**src/sv/forward_dct_8x8_defines.svh**
```systemverilog
// Assertion macros used by the forward DCT controller.
`ifndef FORWARD_DCT_8X8_DEFINES_SVH
`define FORWARD_DCT_8X8_DEFINES_SVH

// Implication checked at every rising clock edge outside reset.
`define FDCT_ASSERT_IMPL(lbl, clk_i, rst_ni, ante, cons, msg) \
  lbl: assert property (@(posedge clk_i) disable iff (!rst_ni) (ante) |-> (cons)) \
    else $error(msg);

// Next-cycle implication.
`define FDCT_ASSERT_NEXT(lbl, clk_i, rst_ni, ante, cons, msg) \
  lbl: assert property (@(posedge clk_i) disable iff (!rst_ni) (ante) |=> (cons)) \
    else $error(msg);

`endif

```
**src/sv/fdct_pkg.sv**
```systemverilog
package fdct_pkg;

  localparam int SampleBits = 9;
  localparam int CoefBits   = 24;
  localparam int WideBits   = 36;

  localparam logic signed [15:0] CHalfSqrt2 = 16'sd11585;
  localparam logic signed [15:0] CK1        = 16'sd21407;
  localparam logic signed [15:0] CK2        = 16'sd8867;
  localparam logic signed [15:0] CK3        = 16'sd6270;

  typedef logic signed [WideBits-1:0] wide_t;

  typedef enum logic [2:0] {
    ST_LOAD,
    ST_READ,
    ST_WAIT,
    ST_CALC,
    ST_WRITE,
    ST_EMIT
  } fdct_state_t;

  // Controller to datapath.
  typedef struct packed {
    logic       load;      // write input sample at idx
    logic       rd;        // read one element of current vector
    logic       calc;      // run butterfly on held vector
    logic       wr;        // write one element back
    logic       col;       // column pass when set
    logic [2:0] vec;       // row or column number
    logic [2:0] elem;      // element within vector
    logic       emit_rd;   // read element for output
    logic [5:0] idx;       // flat index for load and emit
  } fdct_cmd_t;

  function automatic wide_t mulq14(input logic signed [15:0] c, input wide_t x);
    logic signed [WideBits+15:0] p;
    p = c * x;
    p = p + (WideBits+16)'(8192);
    return wide_t'(p >>> 14);
  endfunction

endpackage

```
**src/sv/fdct_ctrl.sv**
```systemverilog
`include "forward_dct_8x8_defines.svh"
module fdct_ctrl (
  input  logic              clk,
  input  logic              rst_n,
  input  logic              in_fire,
  input  logic              emit_free,
  input  logic              out_fire,
  output logic              in_ready,
  output fdct_pkg::fdct_cmd_t cmd
);
  import fdct_pkg::*;

  fdct_state_t state_r, state_nxt;
  logic [5:0]  cnt_r, cnt_nxt;   // load count or emit count
  logic [3:0]  vec_r, vec_nxt;   // bit 3 selects column pass
  logic [2:0]  el_r, el_nxt;

  always_ff @(posedge clk) begin
    if (!rst_n) begin
      state_r <= ST_LOAD;
      cnt_r   <= '0;
      vec_r   <= '0;
      el_r    <= '0;
    end else begin
      state_r <= state_nxt;
      cnt_r   <= cnt_nxt;
      vec_r   <= vec_nxt;
      el_r    <= el_nxt;
    end
  end

  always_comb begin
    state_nxt = state_r;
    cnt_nxt   = cnt_r;
    vec_nxt   = vec_r;
    el_nxt    = el_r;
    in_ready  = 1'b0;
    cmd       = '0;
    cmd.col   = vec_r[3];
    cmd.vec   = vec_r[2:0];
    cmd.elem  = el_r;
    cmd.idx   = cnt_r;
    unique case (state_r)
      ST_LOAD: begin
        in_ready = 1'b1;
        if (in_fire) begin
          cmd.load = 1'b1;
          cnt_nxt  = cnt_r + 6'd1;
          if (cnt_r == 6'd63) begin
            state_nxt = ST_READ;
            vec_nxt   = '0;
            el_nxt    = '0;
          end
        end
      end
      ST_READ: begin
        cmd.rd = 1'b1;
        el_nxt = el_r + 3'd1;
        if (el_r == 3'd7) state_nxt = ST_WAIT;
      end
      // last element's read data lands in the vector here
      ST_WAIT: begin
        state_nxt = ST_CALC;
      end
      ST_CALC: begin
        cmd.calc  = 1'b1;
        state_nxt = ST_WRITE;
      end
      ST_WRITE: begin
        cmd.wr = 1'b1;
        el_nxt = el_r + 3'd1;
        if (el_r == 3'd7) begin
          vec_nxt = vec_r + 4'd1;
          if (vec_r == 4'd15) begin
            state_nxt = ST_EMIT;
            cnt_nxt   = '0;
          end else begin
            state_nxt = ST_READ;
          end
        end
      end
      ST_EMIT: begin
        if (emit_free) begin
          cmd.emit_rd = 1'b1;
          cnt_nxt     = cnt_r + 6'd1;
          if (cnt_r == 6'd63) state_nxt = ST_LOAD;
        end
      end
      default: state_nxt = ST_LOAD;
    endcase
  end

  `FDCT_ASSERT_IMPL(a_ready_load, clk, rst_n, in_ready, state_r == ST_LOAD, "ready outside load")
  `FDCT_ASSERT_NEXT(a_load_done, clk, rst_n, in_fire && cnt_r == 6'd63, state_r == ST_READ,
    "no transform after 64th sample")
  `FDCT_ASSERT_IMPL(a_no_out_load, clk, rst_n, out_fire, state_r != ST_READ,
    "output during butterfly read")
endmodule

```
**config.mk**
```make
export PLATFORM = sky130hd
export DESIGN_NAME = fdct_ctrl
export DESIGN_NICKNAME = d
export VERILOG_FILES = /design/src/sv/fdct_pkg.sv /design/src/sv/fdct_ctrl.sv
export VERILOG_INCLUDE_DIRS = /design/src /design/src/sv
export SDC_FILE = /design/constraint.sdc
export NUM_CORES = 1
export LEC_CHECK = 0
export ABC_AREA = 1
export BUFFER_PORTS_ARGS = -buffer_cell sky130_fd_sc_hd__buf_4
export CORE_AREA = 2 2 46 53
export CTS_CLUSTER_DIAMETER = 40
export CTS_CLUSTER_SIZE = 30
export DETAILED_ROUTE_END_ITERATION = 16
export DIE_AREA = 0 0 48 55
export HOLD_SLACK_MARGIN = 0.02
export MAX_ROUTING_LAYER = met4
export PLACE_DENSITY = 0.75
export SYNTH_ARGS = -nofsm -noshare
export SYNTH_HDL_FRONTEND = slang
export SYNTH_SLANG_ARGS = --single-unit
```
**constraint.sdc**
```tcl
create_clock -name clk -period 1.5 [get_ports clk]
set_clock_uncertainty 0.05 [all_clocks]
set_input_delay 0.075 -clock clk [delete_from_list [all_inputs] [get_ports clk]]
set_output_delay 0.075 -clock clk [all_outputs]
set_load 0.005 [all_outputs]
```
==> results of run 1 <==
## layer usage
metal | track usage (%) | vias to the layer above | wire length [um]
met4 | 9.91 | 0 | 47
met5 | - | - | 0
met2 | 40.2 | 39 | 1410
met3 | 3.90 | 6 | 140
met1 | 25.8 | 530 | 1180
li1 | - | 599 | -
## final cells by class
cell class	count	area (um2)	area share, %
multi-input combinational	121	694	46.8
tap	30	37.5	2.53
inverter	23	91.3	6.16
clock buffer	4	36.3	2.45
sequential	16	328	22.1
timing repair buffer	39	295	19.9
## logic make-up after synthesis
logic type	synth area share, %
AOI/OAI and AO/OA	7.48
adders and majority gates	4.67
buffers and inverters	10.0
and+or+nand+nor	47.1
xor gates and xnor gates	0.818
DFF	29.9
## power groups by stage
| stage | Clock, mW | Combinational [mW] | Sequential, mW |
|---|---|---|---|
| 2_1_floorplan | 0 | 0.0403 | 0.446 |
| 3_3_place_gp | 0 | 0.0765 | 0.442 |
| 3_5_place_dp | 0 | 0.0793 | 0.443 |
| 4_1_cts | 0.305 | 0.0863 | 0.433 |
| 5_1_grt | 0.319 | 0.0965 | 0.432 |
| 6_report | 0.295 | 0.0878 | 0.431 |
## how the worst min path moves through the flow
stage / from / to / slack (ps) / cells after the start
after CTS: emit_free / cnt_r[2]$_SDFFE_PN0P_ / 240 / 5
after global placement: rst_n / state_r[2]$_SDFFE_PN0P_ / 310 / 3
after global routing: emit_free / cnt_r[2]$_SDFFE_PN0P_ / 290 / 5
after detailed placement: rst_n / state_r[2]$_SDFFE_PN0P_ / 310 / 3
final: in_fire / vec_r[0]$_SDFFE_PN0P_ / 260 / 5
after floorplan: rst_n / state_r[0]$_SDFFE_PN0P_ / 150 / 2
## synth_stat cells, types with 2 or more instances
cell	number	share of area, %
nand3_1	12	5.6
ha_1	4	4.7
dfxtp_1	16	30
inv_1	21	7.4
nand2_4	3	3.2
o21ai_0	3	1.4
nand2_1	44	15
nand3_2	2	1.9
nor2_1	21	7.4
a21oi_1	13	6.1
nor3_1	2	0.93
nand4_1	6	3.5
nor2_4	3	3.2
nand2_2	2	1.2
## registers in the layout, indices dropped and copies added, names as in the netlist
signal   count
el_r         3
state_r      3
cnt_r        6
vec_r        4
## worst max-delay path, delay by kind of cell, from the launching register on
family	cells	cell delay, ps
buffers and inverters	1	40
and+or+nand+nor	7	640
adders and majority gates	2	280
DFF	1	370
## what timing repair did
item	in CTS	in global routing
hold endpoints to repair	5	0
endpoints found under the setup margin	7	11
pin swaps	2	11
setup buffers	1	4
hold buffers	1	0
resized for setup	10	7
==> flow_summary.yaml, run 1 <==
synth:
  synth_nets: 172
  post_synth_num_cell_types: 25
  ys.flop_type: "dfxtp_1"
  ys_seq_area_share_pct: 29.9
  yosys_warnings: 0
  ys_async_sr_fraction_pct: 0
  syn_avg_cell_area_um2: 6.57
  postSynthCellCount: 163
  ys_ff_latch: 16
  syn_area_mm2: 0.00107
  synth-edff-count: 0
pwr:
  vdd_ir_drop_max_uv: 394
  combPwrFrac_pct: 10.8
  p_switching_uw: 198
  internal_power_uw: 616
  p_seq_share_pct: 52.9
  power.total_uw: 814
  leakage_nw: 0.683
  power_density_mw_per_mm2: 549
  p_sw_share_pct: 24.3
  p_clk_share_pct: 36.3
critical_path:
  setup.worst_path.class: "reg -> reg"
  startpoint: "el_r[1]$_SDFFE_PN0P_"
  worst-path-max-fanout: 7
  r2r_cells: 10
  crit_end: "cnt_r[1]$_SDFFE_PN0P_"
  r2r-start: "el_r[1]$_SDFFE_PN0P_"
  crit_slowest_cell: "dfxtp_2"
  rr_endpoint: "cnt_r[1]$_SDFFE_PN0P_"
  start_kind: "flop"
  path_cells: "ha_4 > ha_4 > inv_2 > nand3_2 > nand2_2 > nor2_4 > nand2_4 > nand2_2 > nand2_1 > nor2_1"
  cp.required_ps: 1690
  worst_path_largest_cell_delay_ps: 370
  crit_arrival_ps: 1640
  reg2reg_setup_slack_ps: 50
  cp-end-kind: "flop"
sta:
  rsz0062_at_grt: "true"
  hold_violations: 0
  max_freq_mhz: 688
  setup_ws_ps: 46.2
  worst_pin_slew_ps: 374
  tns_ps: 0
  maxSlewHeadroom_pct: 75.0
  period_minus_slack_ps: 1450
  fin_crit_sh_pct: 96.9
  worst_hold_slack_ps: 263
  slew_violations: 0
  setup_viol: 0
floorplanning:
  ios: 24
  coreArea_mm2: 0.00214
  dieArea_mm2: 0.00264
  placementRows: 18
  start_util_pct: 50.1
  fp.dieH_um: 55
  die_w_um: 48
layout:
  area_growth_pct: 38.4
  antenna_cells: 0
  nets: 213
  final_cell_mix: "nand2_1, buf_4, nor2_1, inv_1"
  fillers: 189
  fin_area_mm2: 0.00148
  postLayoutCoreUtil_pct: 69.3
  final_common_cell: "nand2_1"
  final_cells: 233
  drive_gt1_share_pct: 35.5
clock_tree:
  clk_pin_slew_ps: 100
  cts_num_sinks: 16
  insertion_delay_ps: 290
  tritoncts: "done"
  clockBufferDepth: 2
  clockRootBuffer: "clkbuf_4"
  htreeDepth: 1
  cts_made_buffers: 3
place:
  hpwl_um: 2030
  finalWeightedCongestion: 0.767
  pre_cts_slack_ps: -28.7
  post_dp_cell_area_mm2: 0.00134
  place_inst: 223
  io_buffers: 22
global_routing:
  grt_use_total_pct: 23.3
  grt_pass1_wl_um: 4260
  antenna_found_initial: 0
  grt_max_degree: 12
  grt-ovfl-total: 0
  grt_pass1_vias: 1053
route:
  ant_nets: 0
  viasPerCell: 5.04
  drt_pre_antenna_iters: 4
  vias: 1174
  wirelength_um: 2770
  drt_iter0_drc: 35
  drcViolationCount: 0
  wl_per_cell_um: 11.9
min_path:
  hold_class: "in -> reg"
status:
  status: "finished, final reports clean"
job:
  max_cap_violations: 0
Note: power is estimated with default switching activity, not from simulation.
==> run 2, diff against run 1 <==
--- a/config.mk
+++ b/config.mk
@@ -6,16 +6,15 @@
 export SDC_FILE = /design/constraint.sdc
 export NUM_CORES = 1
 export LEC_CHECK = 0
-export ABC_AREA = 1
 export BUFFER_PORTS_ARGS = -buffer_cell sky130_fd_sc_hd__buf_4
-export CORE_AREA = 2 2 46 53
+export CORE_AREA = 2 2 43 49
 export CTS_CLUSTER_DIAMETER = 40
 export CTS_CLUSTER_SIZE = 30
 export DETAILED_ROUTE_END_ITERATION = 16
-export DIE_AREA = 0 0 48 55
+export DIE_AREA = 0 0 45 51
 export HOLD_SLACK_MARGIN = 0.02
 export MAX_ROUTING_LAYER = met4
-export PLACE_DENSITY = 0.75
+export PLACE_DENSITY = 0.77
 export SYNTH_ARGS = -nofsm -noshare
 export SYNTH_HDL_FRONTEND = slang
 export SYNTH_SLANG_ARGS = --single-unit
==> constraint.sdc (replaced) <==
create_clock -name clk -period 1.76 [get_ports clk]
set_clock_uncertainty 0.05 [all_clocks]
set_input_delay 0.088 -clock clk [delete_from_list [all_inputs] [get_ports clk]]
set_output_delay 0.088 -clock clk [all_outputs]
set_load 0.005 [all_outputs]
==> flow_summary.yaml, run 2 <==
layout:
  nets: 155
  largest_reg_flops: 6
  final_common_cell: "buf_4"
  final_cell_mix: "buf_4, dfxtp_1, nand2_1, nor2_1, nand3_1"
  area_growth_pct: 37.2
  drive_gt1_share_pct: 37.2
  reg_top3: "cnt_r (6), vec_r (4)"
  antenna_cells: 0
  fillers: 158
  top_register: "cnt_r"
clock_tree:
  insertion_delay_ps: 300
  tritoncts: "done"
  htreeDepth: 1
  cts_num_sinks: 16
  clk_pin_slew_ps: 100
  cts_made_buffers: 3
  clockBufferDepth: 2
  clockRootBuffer: "clkbuf_4"
status:
  status: "finished, final reports clean"
critical_path:
  cp.depth: 4
  r2r_cells: 4
  cp-end-kind: "flop"
  cpLargestDelayFamily: "simple AND/OR/NAND/NOR gates"
  start_kind: "flop"
  worst-path-max-fanout: 3
  cp.required_ps: 1950
  crit_slowest_cell: "or4_1"
  path_cells: "or3b_1 > a21o_1 > or4_1 > a31oi_1"
  setup.worst_path.class: "reg -> reg"
  rr_endpoint: "cnt_r[5]$_SDFFE_PN0P_"
  worst_path_largest_cell_delay_ps: 470
  crit_arrival_ps: 1890
  reg2reg_setup_slack_ps: 50
  crit_buf_inv: 0
  r2r-start: "state_r[2]$_SDFFE_PN0P_"
pwr:
  vdd_ir_drop_max_uv: 499
  p_sw_share_pct: 23.2
  p_seq_share_pct: 54.5
  internal_power_uw: 516
  power_density_mw_per_mm2: 539
  p_clk_share_pct: 37.6
  power.total_uw: 672
  p_switching_uw: 156
  leakage_nw: 0.578
  combPwrFrac_pct: 7.8
route:
  drt_pre_antenna_iters: 4
  wl_per_cell_um: 14.2
  wirelength_um: 2340
  viasPerCell: 5.91
  vias: 970
  ant_nets: 0
  drt_iter0_drc: 9
  drcViolationCount: 0
sta:
  max_freq_mhz: 586
  slew_violations: 0
  worst_pin_slew_ps: 439
  setup_viol: 0
  rsz0062_at_grt: "true"
  period_minus_slack_ps: 1710
  fin_crit_sh_pct: 96.9
  tns_ps: 0
  maxSlewHeadroom_pct: 70.7
  hold_violations: 0
floorplanning:
  start_util_pct: 48.5
  ios: 24
  coreArea_mm2: 0.00187
  placementRows: 17
  dieArea_mm2: 0.00230
  die_w_um: 45
  fp.dieH_um: 51
synth:
  synth.area.top_cells: "dfxtp_1, ha_1, nand2_1"
  post_synth_num_cell_types: 42
  netlist.area_leader.share_pct: 35.3
  synth_common_cells: "dfxtp_1, nand2_1, nor2_1"
  ys.flop_type: "dfxtp_1"
  yosysMostFrequentCell: "dfxtp_1"
  synth_largest_area_cell: "dfxtp_1"
  postSynthCellCount: 110
  ys_async_sr_fraction_pct: 0
  syn_avg_cell_area_um2: 8.26
  syn_area_um2: 908
  synth_nets: 119
  ys_ff_latch: 16
  ys_seq_area_share_pct: 35.3
  synth-edff-count: 0
  yosys_warnings: 0
global_routing:
  grt_max_degree: 12
  grt-ovfl-total: 0
  grt_pass1_wl_um: 3880
  grt_use_total_pct: 23.3
  grt_pass1_vias: 937
  antenna_found_initial: 0
min_path:
  min_path_cells: 2
  holdPathEnd: "cnt_r[4]$_SDFFE_PN0P_"
  min-delay-start: "rst_n"
  hold_class: "in -> reg"
job:
  max_cap_violations: 0
place:
  finalWeightedCongestion: 0.851
  hpwl_um: 1770
  io_buffers: 22
run 2: cell types whose count changed in the layout (fill, tap and decap cells not counted), moves of 5 or more:
cell,previous run,this run
a21oi_1,12,6
inv_1,20,3
nand2_1,41,11
nand2_2,5,0
nand3_2,5,0
nand4_1,6,1
nor2_1,21,10
run 2: metal layers:
metal  part of all wire (%)  vias up  global-route usage, %
met5                      0        -                      -
met4                    1.4        0                   12.3
met3                    3.8        4                   3.53
met2                     54       19                   40.0
met1                     41      466                   25.2
li1                       -      481                      -
run 2: per-stage QoR:
step,instances,hold slack (ps),setup WS (ps),area (um2),util (%)
floorplan,110,244,113,908,-
global placement,158,357,88.5,1170,62.5
detailed placement,158,363,66.0,1170,62.5
CTS,162,36.0,20.5,1210,64.4
global route,164,42.5,-2.23,1250,66.6
finish,164,43.4,53.9,1250,66.6
run 2: what timing repair did:
action | in CTS | in global routing
setup buffers | 0 | 2
endpoints found under the setup margin | 0 | 6
gates resized for setup | 0 | 7
hold buffers | 0 | 0
run 2: kinds of logic after synthesis:
group / synth area share [%]
and+or+nand+nor: 28.1
AOI/OAI and AO/OA: 23.0
xor gates and xnor gates: 1.93
DFF: 35.3
buffers and inverters: 3.99
muxes: 2.20
adders and majority gates: 5.51
run 2: power by group through the flow:
stage / combinational (mW) / sequential (mW) / clock (mW)
5_1_grt: 0.0575 / 0.367 / 0.273
2_1_floorplan: 0.0248 / 0.377 / 0
6_report: 0.0525 / 0.366 / 0.253
3_5_place_dp: 0.0521 / 0.376 / 0
3_3_place_gp: 0.0496 / 0.376 / 0
4_1_cts: 0.0523 / 0.368 / 0.259
run 2: final cells by class:
cell class | instances | area, um2 | share of cell area (%)
timing repair buffer | 37 | 290 | 23.3
inverter | 3 | 11.3 | 0.904
sequential | 16 | 327 | 26.2
multi-input combinational | 85 | 558 | 44.8
clock buffer | 4 | 36.3 | 2.91
tap | 19 | 23.8 | 1.91
run 2: worst reg2reg max path: cells and delay by family (launching register included):
| family | cells | cell delay [ps] |
|---|---|---|
| simple gates | 2 | 860 |
| flops | 1 | 370 |
| compound gates | 2 | 360 |
run 2: worst max-delay path by stage:
stage | start | slack [ps] | endpoint
3_3_place_gp | state_r[2]$_SDFFE_PN0P_ | 90 | cnt_r[5]$_SDFFE_PN0P_
4_1_cts | state_r[2]$_SDFFE_PN0P_ | 20 | cnt_r[5]$_SDFFE_PN0P_
5_1_grt | el_r[1]$_SDFFE_PN0P_ | -2 | cnt_r[3]$_SDFFE_PN0P_
3_5_place_dp | state_r[2]$_SDFFE_PN0P_ | 70 | cnt_r[5]$_SDFFE_PN0P_
2_1_floorplan | el_r[0]$_SDFFE_PN0P_ | 110 | cnt_r[4]$_SDFFE_PN0P_
6_report | state_r[2]$_SDFFE_PN0P_ | 50 | cnt_r[5]$_SDFFE_PN0P_
